`src/hdl/gbs_pkg.sv`:
```
// Shared types, constants and the kernel sum function of the 3x3 Gaussian blur stream.
// Used by every module of the block but the line store; depends on nothing else.
`timescale 1ns / 1ps

package gbs_pkg;

	localparam int unsigned MAX_WIDTH_DEF = 4096;
	localparam int unsigned IMG_W_W       = 13;
	localparam int unsigned ROW_W         = 16;
	localparam int unsigned COL_W         = 12;
	localparam int unsigned PIX_W         = 8;
	localparam int unsigned OUT_TDATA_W   = 40;

	localparam logic [IMG_W_W-1:0] WIDTH_RESET  = 13'd4096;
	localparam logic [ROW_W-1:0]   HEIGHT_RESET = 16'd4096;

	// Register select, taken from paddr bit 2.
	localparam logic REG_IMAGE_WIDTH  = 1'b0;
	localparam logic REG_IMAGE_HEIGHT = 1'b1;

	// ceil(2^16 / 9); exact truncated quotient for every sum below 32768.
	localparam logic [12:0] RECIP9 = 13'd7282;

	// Window element (row * 3 + column); row 0 is the oldest line, column 0 the oldest pixel.
	typedef logic [8:0][PIX_W-1:0] win_t;

	typedef struct packed {
		logic             emit;
		logic             lastcol;
		logic             lastrow;
		logic             top;
		logic             left;
		logic [ROW_W-1:0] row;
		logic [ROW_W-1:0] orow;
		logic [COL_W-1:0] col;
		logic [COL_W-1:0] col_prev;
	} item_ctl_t;

	function automatic logic [PIX_W-1:0] win_px(input win_t w, input logic [1:0] rw,
		input logic [1:0] k);
		logic [3:0] idx;
		idx = ({2'b00, rw} << 1) + {2'b00, rw} + {2'b00, k};
		return w[idx];
	endfunction

	// Weighted sum of the window; rows t, m, b and columns l, c, r are the taps, with edge
	// replication expressed by repeated indexes. A corner uses the 4 2 2 1 form.
	function automatic logic [11:0] blur_sum(input win_t w,
		input logic [1:0] t, input logic [1:0] m, input logic [1:0] b,
		input logic [1:0] l, input logic [1:0] c, input logic [1:0] r,
		input logic corner);
		logic [1:0]  v;
		logic [1:0]  h;
		logic [11:0] s;
		v = (t != m) ? t : b;
		h = (l != c) ? l : r;
		if (corner) begin
			s = {2'b00, win_px(w, m, c), 2'b00} + {3'b000, win_px(w, m, h), 1'b0}
				+ {3'b000, win_px(w, v, c), 1'b0} + {4'b0000, win_px(w, v, h)};
		end else begin
			s = {4'b0000, win_px(w, t, l)} + {3'b000, win_px(w, t, c), 1'b0}
				+ {4'b0000, win_px(w, t, r)}
				+ {3'b000, win_px(w, m, l), 1'b0} + {2'b00, win_px(w, m, c), 2'b00}
				+ {3'b000, win_px(w, m, r), 1'b0}
				+ {4'b0000, win_px(w, b, l)} + {3'b000, win_px(w, b, c), 1'b0}
				+ {4'b0000, win_px(w, b, r)};
		end
		return s;
	endfunction

endpackage

```
`src/hdl/gbs_window.sv`:
```
// Window stage: takes the line store read data, writes the shifted column back and
// keeps the 3x3 pixel window. Depends on gbs_pkg.
`timescale 1ns / 1ps

module gbs_window #(
	parameter int unsigned MAX_WIDTH = gbs_pkg::MAX_WIDTH_DEF
) (
	input  logic                         clk,
	input  logic                         arst_n,
	input  logic                         in_valid,
	output logic                         in_ready,
	input  logic [gbs_pkg::PIX_W-1:0]    in_pix,
	input  gbs_pkg::item_ctl_t           in_ctl,
	input  logic [$clog2(MAX_WIDTH)-1:0] in_addr,
	input  logic [15:0]                  lines_rd,
	output logic                         wr_en,
	output logic [$clog2(MAX_WIDTH)-1:0] wr_addr,
	output logic [15:0]                  wr_data,
	output logic                         job_valid,
	input  logic                         job_ready,
	output gbs_pkg::win_t                job_win,
	output gbs_pkg::item_ctl_t           job_ctl
);
	import gbs_pkg::*;

	localparam int unsigned AW = $clog2(MAX_WIDTH);

	logic             v_s1;
	logic [PIX_W-1:0] pix_s1;
	item_ctl_t        ctl_s1;
	logic [AW-1:0]    addr_s1;
	win_t             win_q;
	win_t             win_next;
	logic             s1_go;

	// An item without a result only shifts the window, so it never waits on the emitter.
	assign s1_go    = v_s1 && (!ctl_s1.emit || job_ready);
	assign in_ready = !v_s1 || s1_go;

	always_ff @(posedge clk or negedge arst_n) begin
		if (!arst_n) begin
			v_s1 <= 1'b0;
		end else if (in_ready) begin
			v_s1 <= in_valid;
		end
	end

	always_ff @(posedge clk) begin
		if (in_valid && in_ready) begin
			pix_s1  <= in_pix;
			ctl_s1  <= in_ctl;
			addr_s1 <= in_addr;
		end
	end

	always_comb begin
		win_next    = win_q;
		win_next[0] = win_q[1];
		win_next[1] = win_q[2];
		win_next[3] = win_q[4];
		win_next[4] = win_q[5];
		win_next[6] = win_q[7];
		win_next[7] = win_q[8];
		win_next[2] = lines_rd[15:8];
		win_next[5] = lines_rd[7:0];
		win_next[8] = pix_s1;
	end

	always_ff @(posedge clk or negedge arst_n) begin
		if (!arst_n) begin
			win_q <= '0;
		end else if (s1_go) begin
			win_q <= win_next;
		end
	end

	// The row above moves down to the older half; the new pixel becomes the row above.
	assign wr_en   = s1_go;
	assign wr_addr = addr_s1;
	assign wr_data = {lines_rd[7:0], pix_s1};

	assign job_valid = v_s1 && ctl_s1.emit;
	assign job_win   = win_next;
	assign job_ctl   = ctl_s1;

`ifndef SYNTH
	// A column is written back before it can be read again.
	a_no_same_column: assert property (@(posedge clk) disable iff (!arst_n)
		in_valid && wr_en |-> in_addr != wr_addr)
		else $error("line store read and write hit the same column");
`endif

endmodule

```
`config.mk`:
```
export PLATFORM = sky130hd
export DESIGN_NAME = gbs_window
export DESIGN_NICKNAME = d
export VERILOG_FILES = /design/src/hdl/gbs_pkg.sv /design/src/hdl/gbs_window.sv
export SDC_FILE = /design/constraint.sdc
export NUM_CORES = 1
export LEC_CHECK = 0
export BUFFER_PORTS_ARGS = -buffer_cell sky130_fd_sc_hd__buf_2
export CAP_MARGIN = 25
export CORE_MARGIN = 5
export CORE_UTILIZATION = 38
export DETAILED_ROUTE_END_ITERATION = 10
export PLACE_DENSITY_LB_ADDON = 0.3
export SETUP_SLACK_MARGIN = 0.3
export SLEW_MARGIN = 15
export SYNTH_ARGS = -nofsm -noshare
export SYNTH_HDL_FRONTEND = slang
export SYNTH_SLANG_ARGS = --single-unit
```
`constraint.sdc`:
```
create_clock -name clk -period 2.95 [get_ports clk]
set_clock_uncertainty 0.15 [all_clocks]
set_input_delay 0.1475 -clock clk [delete_from_list [all_inputs] [get_ports clk]]
set_output_delay 0.1475 -clock clk [all_outputs]
set_load 0.05 [all_outputs]
```
==> qor.yml <==
grt_pass1_vias: 3569
post-place-ws_ns: 1.02
power.switching_mw: 1.87
crit_path_start: "job_ctl[60]$_DFFE_PP_"
dpl.hpwl_um: 8000
rsz0062_at_grt: "no"
r2r_start: "job_ctl[60]$_DFFE_PP_"
worstPathArrival_ns: 1.89
maxSlewViolCount: 0
final_cells: 730
synth_area_um2: 4530
antenna_left: 0
clk_pin_slew_ns: 0.06
post-route-period-util: 0.741
p_leak_nw: 3.36
power_mw: 5.81
comb_power_share: 0.241
clock.fmax_ghz: 0.458
cts_tree: "built"
syn-instance-count: 222
final.setup.tns_ns: 0
setup.worst_path.end: "wr_en"
initial_utilization: 0.392
design_area_um2: 7430
drc: 0
wl_per_cell_um: 17.4
vias: 3280
die_x_um: 119
postLayoutCoreUtil: 0.643
cts_sinks: 130
synth_nets: 323
place_congestion: 0.733
cp-start-kind: "flop"
synth.distinct_cells: 11
p_int_mw: 3.95
yosys_warnings: 0
finalWorstSetupSlack_ns: 0.765
swShare: 0.321
grt_pass1_wl_um: 19600
maxCapViolations: 0
cts_buffers: 17
placed_area_um2: 5810
reg2reg_depth: 4
clockRootBuffer: "clkbuf_16"
layout-drive-gt1-share: 0.583
routed_wl_um: 12700
outcome: "complete, no violations"
critPathKind: "flop to output port"
vias_per_cell: 4.49
worst_pin_slew_ns: 0.524
drt_iter0_drc: 152
reg2reg_slack_ns: 1.02
coreArea_um2: 11600
p_seq_frac: 0.385
pin_count: 265
ys_seq_area_frac: 0.807
mostFrequentLayoutCells: "buf_2 (264), dlygate4sd3_1 (100), edfxtp_1 (81)"
crit_fanout: 43
hold-worst-slack_ns: 0.0484
peakVddDrop_uv: 504
fp.dieArea_um2: 14200
cts_resized: 0
drtPass1Iterations: 4
grt_max_degree: 44
htree_num_levels: 4
io_buffers: 264
syn_area_per_cell_um2: 20.4
slew-limit-headroom: 0.650
setup_viol_count_final: 0
hold_class: "input pin to flop"
area_delta_synth_final_pct: 64.0
timing.rr.end: "wr_addr[5]$_DFFE_PP_"
required_ns: 2.65
gr-total-overflow: 0
placement_rows: 39
insertion_delay_ns: 0.40
clkPwrFrac: 0.374
hold_violations: 0
placedCellCount: 596
ys_ff_latch: 130
clk_path_buf_depth: 2
fp.dieH_um: 119
nets: 673
power_density_nw_per_um2: 782
global_route.usage.total: 0.181
crit_path_end_kind: "output port"
fin_crit_ns: 2.19
antenna_found_initial: 2
final_common_cell: "buf_2"
## sequential cells by signal, indices dropped and copies added, names as in the netlist
signal / cells
wr_addr: 12
job_ctl: 61
pix_s1: 8
v_s1: 1
job_win: 48
## final cells by class
type | instances | area (um^2)
fillers | 820 | 4130
multi-input cells | 53 | 588
diodes | 2 | 5.00
flip-flops and latches | 130 | 3660
inverters | 2 | 7.51
well taps | 143 | 179
clock inverters | 14 | 188
repair buffers | 368 | 2380
clock buffers | 18 | 429
## power by group through the flow
stage / clock network (mW) / registers (mW) / logic, mW
floorplan: 0 / 2.94 / 0.296
CTS: 2.20 / 2.24 / 1.40
finish: 2.17 / 2.24 / 1.40
global placement: 0 / 2.27 / 1.28
detailed placement: 0 / 2.27 / 1.30
global route: 2.31 / 2.26 / 1.46
## layer usage
metal  share of wire  global-route usage  vias up
met5               0                   0        -
met4           0.031              0.0891        0
met3            0.12              0.0829       31
met2            0.51               0.308      218
met1            0.35               0.190     1537
li1                -                   -     1494
## Yosys cell counts
cell type | instances | share of area
mux2_1 | 9 | 0.022
buf_4 | 35 | 0.058
inv_2 | 1 | 0.00083
and2_1 | 2 | 0.0028
inv_1 | 1 | 0.00083
dfrtp_1 | 49 | 0.27
edfxtp_1 | 81 | 0.54
nand2b_1 | 2 | 0.0028
o21ai_4 | 1 | 0.0036
buf_6 | 2 | 0.0050
mux2_2 | 39 | 0.097
## how the worst min path moves through the flow
| stage | endpoint | cells after the start | slack, ns | startpoint |
|---|---|---|---|---|
| after floorplan | job_win[0]$_DFFE_PN0P_ | 0 | -0.30 | arst_n |
| after global placement | job_ctl[25]$_DFFE_PP_ | 1 | 0.17 | in_ctl[25] |
| after detailed placement | job_win[0]$_DFFE_PN0P_ | 1 | -0.001 | arst_n |
| after CTS | job_win[39]$_DFFE_PN0P_ | 3 | 0.03 | job_ready |
| after global routing | job_win[39]$_DFFE_PN0P_ | 3 | 0.04 | job_ready |
| final | job_win[39]$_DFFE_PN0P_ | 3 | 0.05 | job_ready |
## cell families after synthesis
group | count (synthesis) | share of synthesized area
compound gates | 1 | 0.00359
flops | 130 | 0.807
simple gates | 4 | 0.00552
buf+inv | 39 | 0.0646
mux | 48 | 0.119
## worst max-delay path: stages (launching register included)
cell and delay, ns:
edfxtp_1 0.37, inv_2 0.05, o21ai_4 0.25, buf_4 0.49, inv_1 0.07, buf_2 0.22
## what timing repair did
item | in CTS | in global routing
hold endpoints to repair | 147 | 0
hold buffers | 100 | 0
endpoints found under the setup margin | 0 | 0
setup buffers | 0 | 0
No activity file was read; power rests on OpenSTA's default activity.
