<file path="src/hdl/gbs_pkg.sv">
// Shared types, constants and the kernel sum function of the 3x3 Gaussian blur stream.
// Used by every module of the block but the line store; depends on nothing else.
`timescale 1ns / 1ps

package gbs_pkg;

	localparam int unsigned MAX_WIDTH_DEF = 4096;
	localparam int unsigned IMG_W_W       = 13;
	localparam int unsigned ROW_W         = 16;
	localparam int unsigned COL_W         = 12;
	localparam int unsigned PIX_W         = 8;
	localparam int unsigned OUT_TDATA_W   = 40;

	localparam logic [IMG_W_W-1:0] WIDTH_RESET  = 13'd4096;
	localparam logic [ROW_W-1:0]   HEIGHT_RESET = 16'd4096;

	// Register select, taken from paddr bit 2.
	localparam logic REG_IMAGE_WIDTH  = 1'b0;
	localparam logic REG_IMAGE_HEIGHT = 1'b1;

	// ceil(2^16 / 9); exact truncated quotient for every sum below 32768.
	localparam logic [12:0] RECIP9 = 13'd7282;

	// Window element (row * 3 + column); row 0 is the oldest line, column 0 the oldest pixel.
	typedef logic [8:0][PIX_W-1:0] win_t;

	typedef struct packed {
		logic             emit;
		logic             lastcol;
		logic             lastrow;
		logic             top;
		logic             left;
		logic [ROW_W-1:0] row;
		logic [ROW_W-1:0] orow;
		logic [COL_W-1:0] col;
		logic [COL_W-1:0] col_prev;
	} item_ctl_t;

	function automatic logic [PIX_W-1:0] win_px(input win_t w, input logic [1:0] rw,
		input logic [1:0] k);
		logic [3:0] idx;
		idx = ({2'b00, rw} << 1) + {2'b00, rw} + {2'b00, k};
		return w[idx];
	endfunction

	// Weighted sum of the window; rows t, m, b and columns l, c, r are the taps, with edge
	// replication expressed by repeated indexes. A corner uses the 4 2 2 1 form.
	function automatic logic [11:0] blur_sum(input win_t w,
		input logic [1:0] t, input logic [1:0] m, input logic [1:0] b,
		input logic [1:0] l, input logic [1:0] c, input logic [1:0] r,
		input logic corner);
		logic [1:0]  v;
		logic [1:0]  h;
		logic [11:0] s;
		v = (t != m) ? t : b;
		h = (l != c) ? l : r;
		if (corner) begin
			s = {2'b00, win_px(w, m, c), 2'b00} + {3'b000, win_px(w, m, h), 1'b0}
				+ {3'b000, win_px(w, v, c), 1'b0} + {4'b0000, win_px(w, v, h)};
		end else begin
			s = {4'b0000, win_px(w, t, l)} + {3'b000, win_px(w, t, c), 1'b0}
				+ {4'b0000, win_px(w, t, r)}
				+ {3'b000, win_px(w, m, l), 1'b0} + {2'b00, win_px(w, m, c), 2'b00}
				+ {3'b000, win_px(w, m, r), 1'b0}
				+ {4'b0000, win_px(w, b, l)} + {3'b000, win_px(w, b, c), 1'b0}
				+ {4'b0000, win_px(w, b, r)};
		end
		return s;
	endfunction

endpackage

</file>
<file path="src/hdl/gbs_emitter.sv">
// Emitter: holds one window snapshot, sends its one to four filtered pixels through a
// sum stage and a divide stage into the output register. Depends on gbs_pkg.
`timescale 1ns / 1ps

module gbs_emitter (
	input  logic                            clk,
	input  logic                            arst_n,
	input  logic                            job_valid,
	output logic                            job_ready,
	input  gbs_pkg::win_t                   job_win,
	input  gbs_pkg::item_ctl_t              job_ctl,
	output logic                            m_tvalid,
	input  logic                            m_tready,
	output logic [gbs_pkg::OUT_TDATA_W-1:0] m_tdata,
	output logic                            m_tlast,
	output logic                            m_tuser
);
	import gbs_pkg::*;

	logic             v_s2;
	win_t             win_s2;
	item_ctl_t        ctl_s2;
	logic [3:0]       mask_s2;

	logic             v_s3;
	logic [11:0]      sum_s3;
	logic             corner_s3;
	logic [ROW_W-1:0] row_s3;
	logic [COL_W-1:0] col_s3;
	logic             last_s3;
	logic             eof_s3;

	logic [3:0]       sel;
	logic [3:0]       rest;
	logic             out_ready;
	logic             s3_ready;
	logic             fire;
	logic             cur_row;
	logic             cur_col;
	logic [1:0]       tap_t;
	logic [1:0]       tap_m;
	logic [1:0]       tap_l;
	logic [1:0]       tap_c;
	logic             corner;
	logic [11:0]      sum;
	logic [24:0]      prod;
	logic [PIX_W-1:0] pix;

	// Pending results, in emission order: diagonal neighbour, same column on the last row,
	// last column, bottom right corner.
	assign sel  = mask_s2 & (~mask_s2 + 4'd1);
	assign rest = mask_s2 & ~sel;

	assign out_ready = !m_tvalid || m_tready;
	assign s3_ready  = !v_s3 || out_ready;
	assign fire      = v_s2 && s3_ready;
	assign job_ready = !v_s2 || (fire && rest == 4'd0);

	assign cur_row = sel[1] | sel[3];
	assign cur_col = sel[2] | sel[3];
	assign tap_t   = (cur_row || ctl_s2.top) ? 2'd1 : 2'd0;
	assign tap_m   = cur_row ? 2'd2 : 2'd1;
	assign tap_l   = (cur_col || ctl_s2.left) ? 2'd1 : 2'd0;
	assign tap_c   = cur_col ? 2'd2 : 2'd1;
	assign corner  = (cur_row | ctl_s2.top) & (cur_col | ctl_s2.left);
	assign sum     = blur_sum(win_s2, tap_t, tap_m, 2'd2, tap_l, tap_c, 2'd2, corner);

	always_ff @(posedge clk or negedge arst_n) begin
		if (!arst_n) begin
			v_s2    <= 1'b0;
			mask_s2 <= 4'd0;
		end else begin
			if (job_ready) begin
				v_s2 <= job_valid;
			end
			if (job_valid && job_ready) begin
				mask_s2 <= {job_ctl.lastcol & job_ctl.lastrow, job_ctl.lastcol,
					job_ctl.lastrow, 1'b1};
			end else if (fire) begin
				mask_s2 <= rest;
			end
		end
	end

	always_ff @(posedge clk) begin
		if (job_valid && job_ready) begin
			win_s2 <= job_win;
			ctl_s2 <= job_ctl;
		end
	end

	always_ff @(posedge clk or negedge arst_n) begin
		if (!arst_n) begin
			v_s3 <= 1'b0;
		end else if (s3_ready) begin
			v_s3 <= fire;
		end
	end

	always_ff @(posedge clk) begin
		if (fire) begin
			sum_s3    <= sum;
			corner_s3 <= corner;
			row_s3    <= cur_row ? ctl_s2.row : ctl_s2.orow;
			col_s3    <= cur_col ? ctl_s2.col : ctl_s2.col_prev;
			last_s3   <= (rest == 4'd0);
			eof_s3    <= sel[3];
		end
	end

	// Corners divide by nine through the reciprocal; the rest divide by sixteen.
	assign prod = 25'(sum_s3) * 25'(RECIP9);
	assign pix  = corner_s3 ? prod[23:16] : sum_s3[11:4];

	always_ff @(posedge clk or negedge arst_n) begin
		if (!arst_n) begin
			m_tvalid <= 1'b0;
		end else if (out_ready) begin
			m_tvalid <= v_s3;
		end
	end

	always_ff @(posedge clk) begin
		if (out_ready && v_s3) begin
			m_tdata <= {4'b0000, pix, col_s3, row_s3};
			m_tlast <= last_s3;
			m_tuser <= eof_s3;
		end
	end

`ifndef SYNTH
	a_job_has_work: assert property (@(posedge clk) disable iff (!arst_n)
		v_s2 |-> mask_s2 != 4'd0)
		else $error("held window has no pending result");
	a_eof_is_last_s3: assert property (@(posedge clk) disable iff (!arst_n)
		v_s3 && eof_s3 |-> last_s3)
		else $error("frame end result is not the last of its item");
	a_eof_is_last_out: assert property (@(posedge clk) disable iff (!arst_n)
		m_tvalid && m_tuser |-> m_tlast)
		else $error("frame end item sent without tlast");
`endif

endmodule

</file>
<file path="config.mk">
export PLATFORM = sky130hd
export DESIGN_NAME = gbs_emitter
export DESIGN_NICKNAME = d
export VERILOG_FILES = /design/src/hdl/gbs_pkg.sv /design/src/hdl/gbs_emitter.sv
export SDC_FILE = /design/constraint.sdc
export NUM_CORES = 1
export LEC_CHECK = 0
export BUFFER_PORTS_ARGS = -buffer_cell sky130_fd_sc_hd__buf_2
export CORE_AREA = 2 2 136 205
export DETAILED_ROUTE_END_ITERATION = 10
export DIE_AREA = 0 0 138 207
export GPL_ROUTABILITY_DRIVEN = 0
export PLACE_DENSITY = 0.81
export SYNTH_ARGS = -nofsm -noshare
export SYNTH_HDL_FRONTEND = slang
export SYNTH_SLANG_ARGS = --single-unit
</file>
<file path="constraint.sdc">
create_clock -name clk -period 17.9 [get_ports clk]
set_input_delay 0.895 -clock clk [delete_from_list [all_inputs] [get_ports clk]]
set_output_delay 0.895 -clock clk [all_outputs]
set_load 0.05 [all_outputs]
</file>
==> qor.yml <==
logic_synthesis:
  synth-compound-area-share_pct: 7.18
  synthArstFlopShare_pct: 3.21
  synth-seq-area-share_pct: 41.0
  synth-simple-area-share_pct: 5.99
  synthTopCellsByArea: "edfxtp_1, mux4_2, fa_1, ha_1, mux2i_1"
  synthAdderAreaFrac_pct: 20.4
  yosysTopAreaCellShare_pct: 39.9
  synth_enable_flop_cells: 211
  synth_flop_cell: "edfxtp_1"
  yosys-top-cells-count: "edfxtp_1, inv_1, ha_1"
  yosysMostFrequentCell: "edfxtp_1"
  yosysUniqueCellTypes: 73
  synth_top_cell_by_area: "edfxtp_1"
  synth_top_family_by_area: "adder cells"
  synth_xor_area_share_pct: 1.21
  synthMuxAreaShare_pct: 19.5
  synth_area_um2: 15900
  ys_ff_latch: 218
  postSynthAreaPerCell_um2: 13.3
  synthCells: 1191
  yosysWarningCount: 0
clock_tree:
  hold_buffers: 0
  root_buffer: "clkbuf_16"
  cts-htree-levels: 1
  cts.sinks: 218
  clock_latency_ns: 0.53
  clk_pin_slew_worst_paths_ns: 0.06
  cts_buffer_depth: 3
  numCtsBuffers: 22
  cts_resized: 0
  cts_tree: "yes"
  cts_setup_buffers: 0
timing:
  fmax_ghz: 0.122
  hold_viol: 0
  finalCritPeriodShare_pct: 45.9
  slew_violations: 0
  tns_ns: 0
  rsz0062_at_grt: "no"
  max_slew.worst_pin.slew_ns: 1.28
  skew_ns: 0.0162
  slew-limit-headroom_pct: 14.9
  period_needed_ns: 8.21
  setup_viol: 0
critical_path:
  reg2reg_depth: 23
  cp_common_cell: "fa_1"
  max_stage_delay_ns: 1.22
  cp_slowest_cell: "ha_1"
  startpoint_type: "register"
  r2r-start: "mask_s2[2]"
  path_cells: "nand2b_1 > a21o_1 > inv_2 > ha_1 > mux4_2 > mux2i_1 > o21ai_0 > inv_1 > fa_1 > inv_1 > fa_1 > inv_1 > fa_1 > fa_1 > inv_1 > ha_1 > fa_1 > a21o_1 > a21oi_1 > o21ai_0 > a31oi_1 > xor2_1 > o21ai_0"
  critPathKind: "register to register"
  crit_family: "adder cells"
  startpoint: "mask_s2[2]"
  path_buf_inv: 5
  reg2reg_slack_ns: 9.69
  end_kind: "register"
  reg2reg_to: "sum_s3[11]"
  crit_arrival_ns: 8.48
  cp_max_fo: 34
  required_ns: 18.18
global_routing:
  grt_util_all_layers_pct: 26.9
  grtUsageMet3_pct: 4.46
  grt_pass1_vias: 11541
  busiest_layer: "met2"
  overflow: 0
  met1_usage_pct: 30.3
  grt_pass1_wl_um: 60400
  grt_use_met2_pct: 47.8
  antenna_found_initial: 1
  grt_max_degree: 81
layout:
  nets: 1684
  final_layout_size_suffix_gt1_share_pct: 27.0
  area_growth_pct: 11.4
  num-fill-cells: 1953
drt:
  drtIter0Drc: 1142
  drc_errors: 0
  vias: 10933
  routed_wl_um: 38400
  via_per_inst: 6.41
  avgRoutedWirePerCell_um: 22.5
  ant_nets: 0
  drt_first_pass_iters: 5
flow_run:
  max_cap_violations: 0
floorplan:
  start_util_pct: 59.2
  fp.dieW_um: 138
  fp.dieH_um: 207
  row_count: 74
  dieArea_um2: 28600
  ios: 181
  coreArea_um2: 26900
placement:
  port_buffers: 175
  hpwlAfterDp_um: 28500
min_path:
  hp-class: "input port to asynchronous set/reset pin"
outcome:
  status: "finished clean"
area by class of cell:
| type | instances | area [um^2] | share of cell area (%) |
|---|---|---|---|
| Multi-Input combinational cell | 790 | 8650 | 48.8 |
| Sequential cell | 218 | 6510 | 36.8 |
| Timing Repair Buffer | 184 | 943 | 5.33 |
| Clock buffer | 26 | 576 | 3.25 |
| Inverter | 132 | 495 | 2.80 |
| Tap cell | 342 | 428 | 2.42 |
| Clock inverter | 12 | 109 | 0.615 |
| Antenna cell | 1 | 2.50 | 0.0141 |
cell usage in the layout, fill, tap and decap left out, types with 7 or more instances in the layout:
| cell | n |
|---|---|
| xnor2_1 | 11 |
| mux4_2 | 89 |
| ha_1 | 100 |
| buf_4 | 9 |
| dfrtp_1 | 7 |
| nand2_1 | 93 |
| nand3_1 | 12 |
| mux2_2 | 41 |
| a21o_1 | 12 |
| nor2_1 | 29 |
| nor3_1 | 7 |
| nor2b_1 | 8 |
| buf_2 | 175 |
| clkbuf_16 | 22 |
| inv_1 | 128 |
| a21oi_1 | 49 |
| xor2_1 | 11 |
| o221ai_1 | 7 |
| edfxtp_1 | 211 |
| nand2b_1 | 9 |
| a211oi_1 | 8 |
| o21ai_0 | 40 |
| mux2i_1 | 63 |
| fa_1 | 99 |
| a22o_1 | 7 |
kinds of logic (layout without fill, tap and decap cells):
kind of cell               after synthesis  count (layout)
AOI/OAI and AO/OA                      172             172
other                                    1               5
and+or+nand+nor                        199             199
adders and majority gates              200             200
buffers and inverters                  186             354
xor gates and xnor gates                22              22
muxes                                  193             193
DFF                                    218             218
layer usage:
layer	wire length [um]	vias up	share of wire (%)
li1	-	4735	-
met1	12700	5320	33
met2	19800	678	52
met3	3240	200	8.4
met4	2640	0	6.9
met5	0	-	0
flip-flops by register name, indices dropped and copies added, names as in the netlist:
name,cells
m_tdata,36
sum_s3,12
col_s3,12
m_tvalid,1
m_tlast,1
win_s2,72
row_s3,16
m_tuser,1
ctl_s2,58
v_s2,1
corner_s3,1
last_s3,1
mask_s2,4
v_s3,1
eof_s3,1
how the worst max path moves through the flow:
stage                     slack [ns]  depth (start not counted)          to
after global routing            9.12                         23  sum_s3[11]
after CTS                       9.69                         23  sum_s3[11]
final                           9.69                         23  sum_s3[11]
after detailed placement        9.71                         23  sum_s3[11]
after global placement          9.84                         23  sum_s3[11]
after floorplan                11.05                         28   sum_s3[9]
stage by stage:
| stage | hold slack (ns) | std cells | utilization [%] | worst slack, ns | cell area, um^2 |
|---|---|---|---|---|---|
| after global placement | 0.401 | 1666 | 63.4 | 9.84 | 17000 |
| final | 0.179 | 1705 | 66.0 | 9.69 | 17700 |
| after floorplan | 0.400 | 1194 | - | 11.05 | 15900 |
| after global routing | 0.180 | 1705 | 66.0 | 9.12 | 17700 |
| after CTS | 0.170 | 1704 | 66.0 | 9.69 | 17700 |
| after detailed placement | 0.405 | 1666 | 63.4 | 9.71 | 17000 |
Power is not shown: default switching activity piles up to over one toggle a cycle in this logic, so the estimate is an artifact.
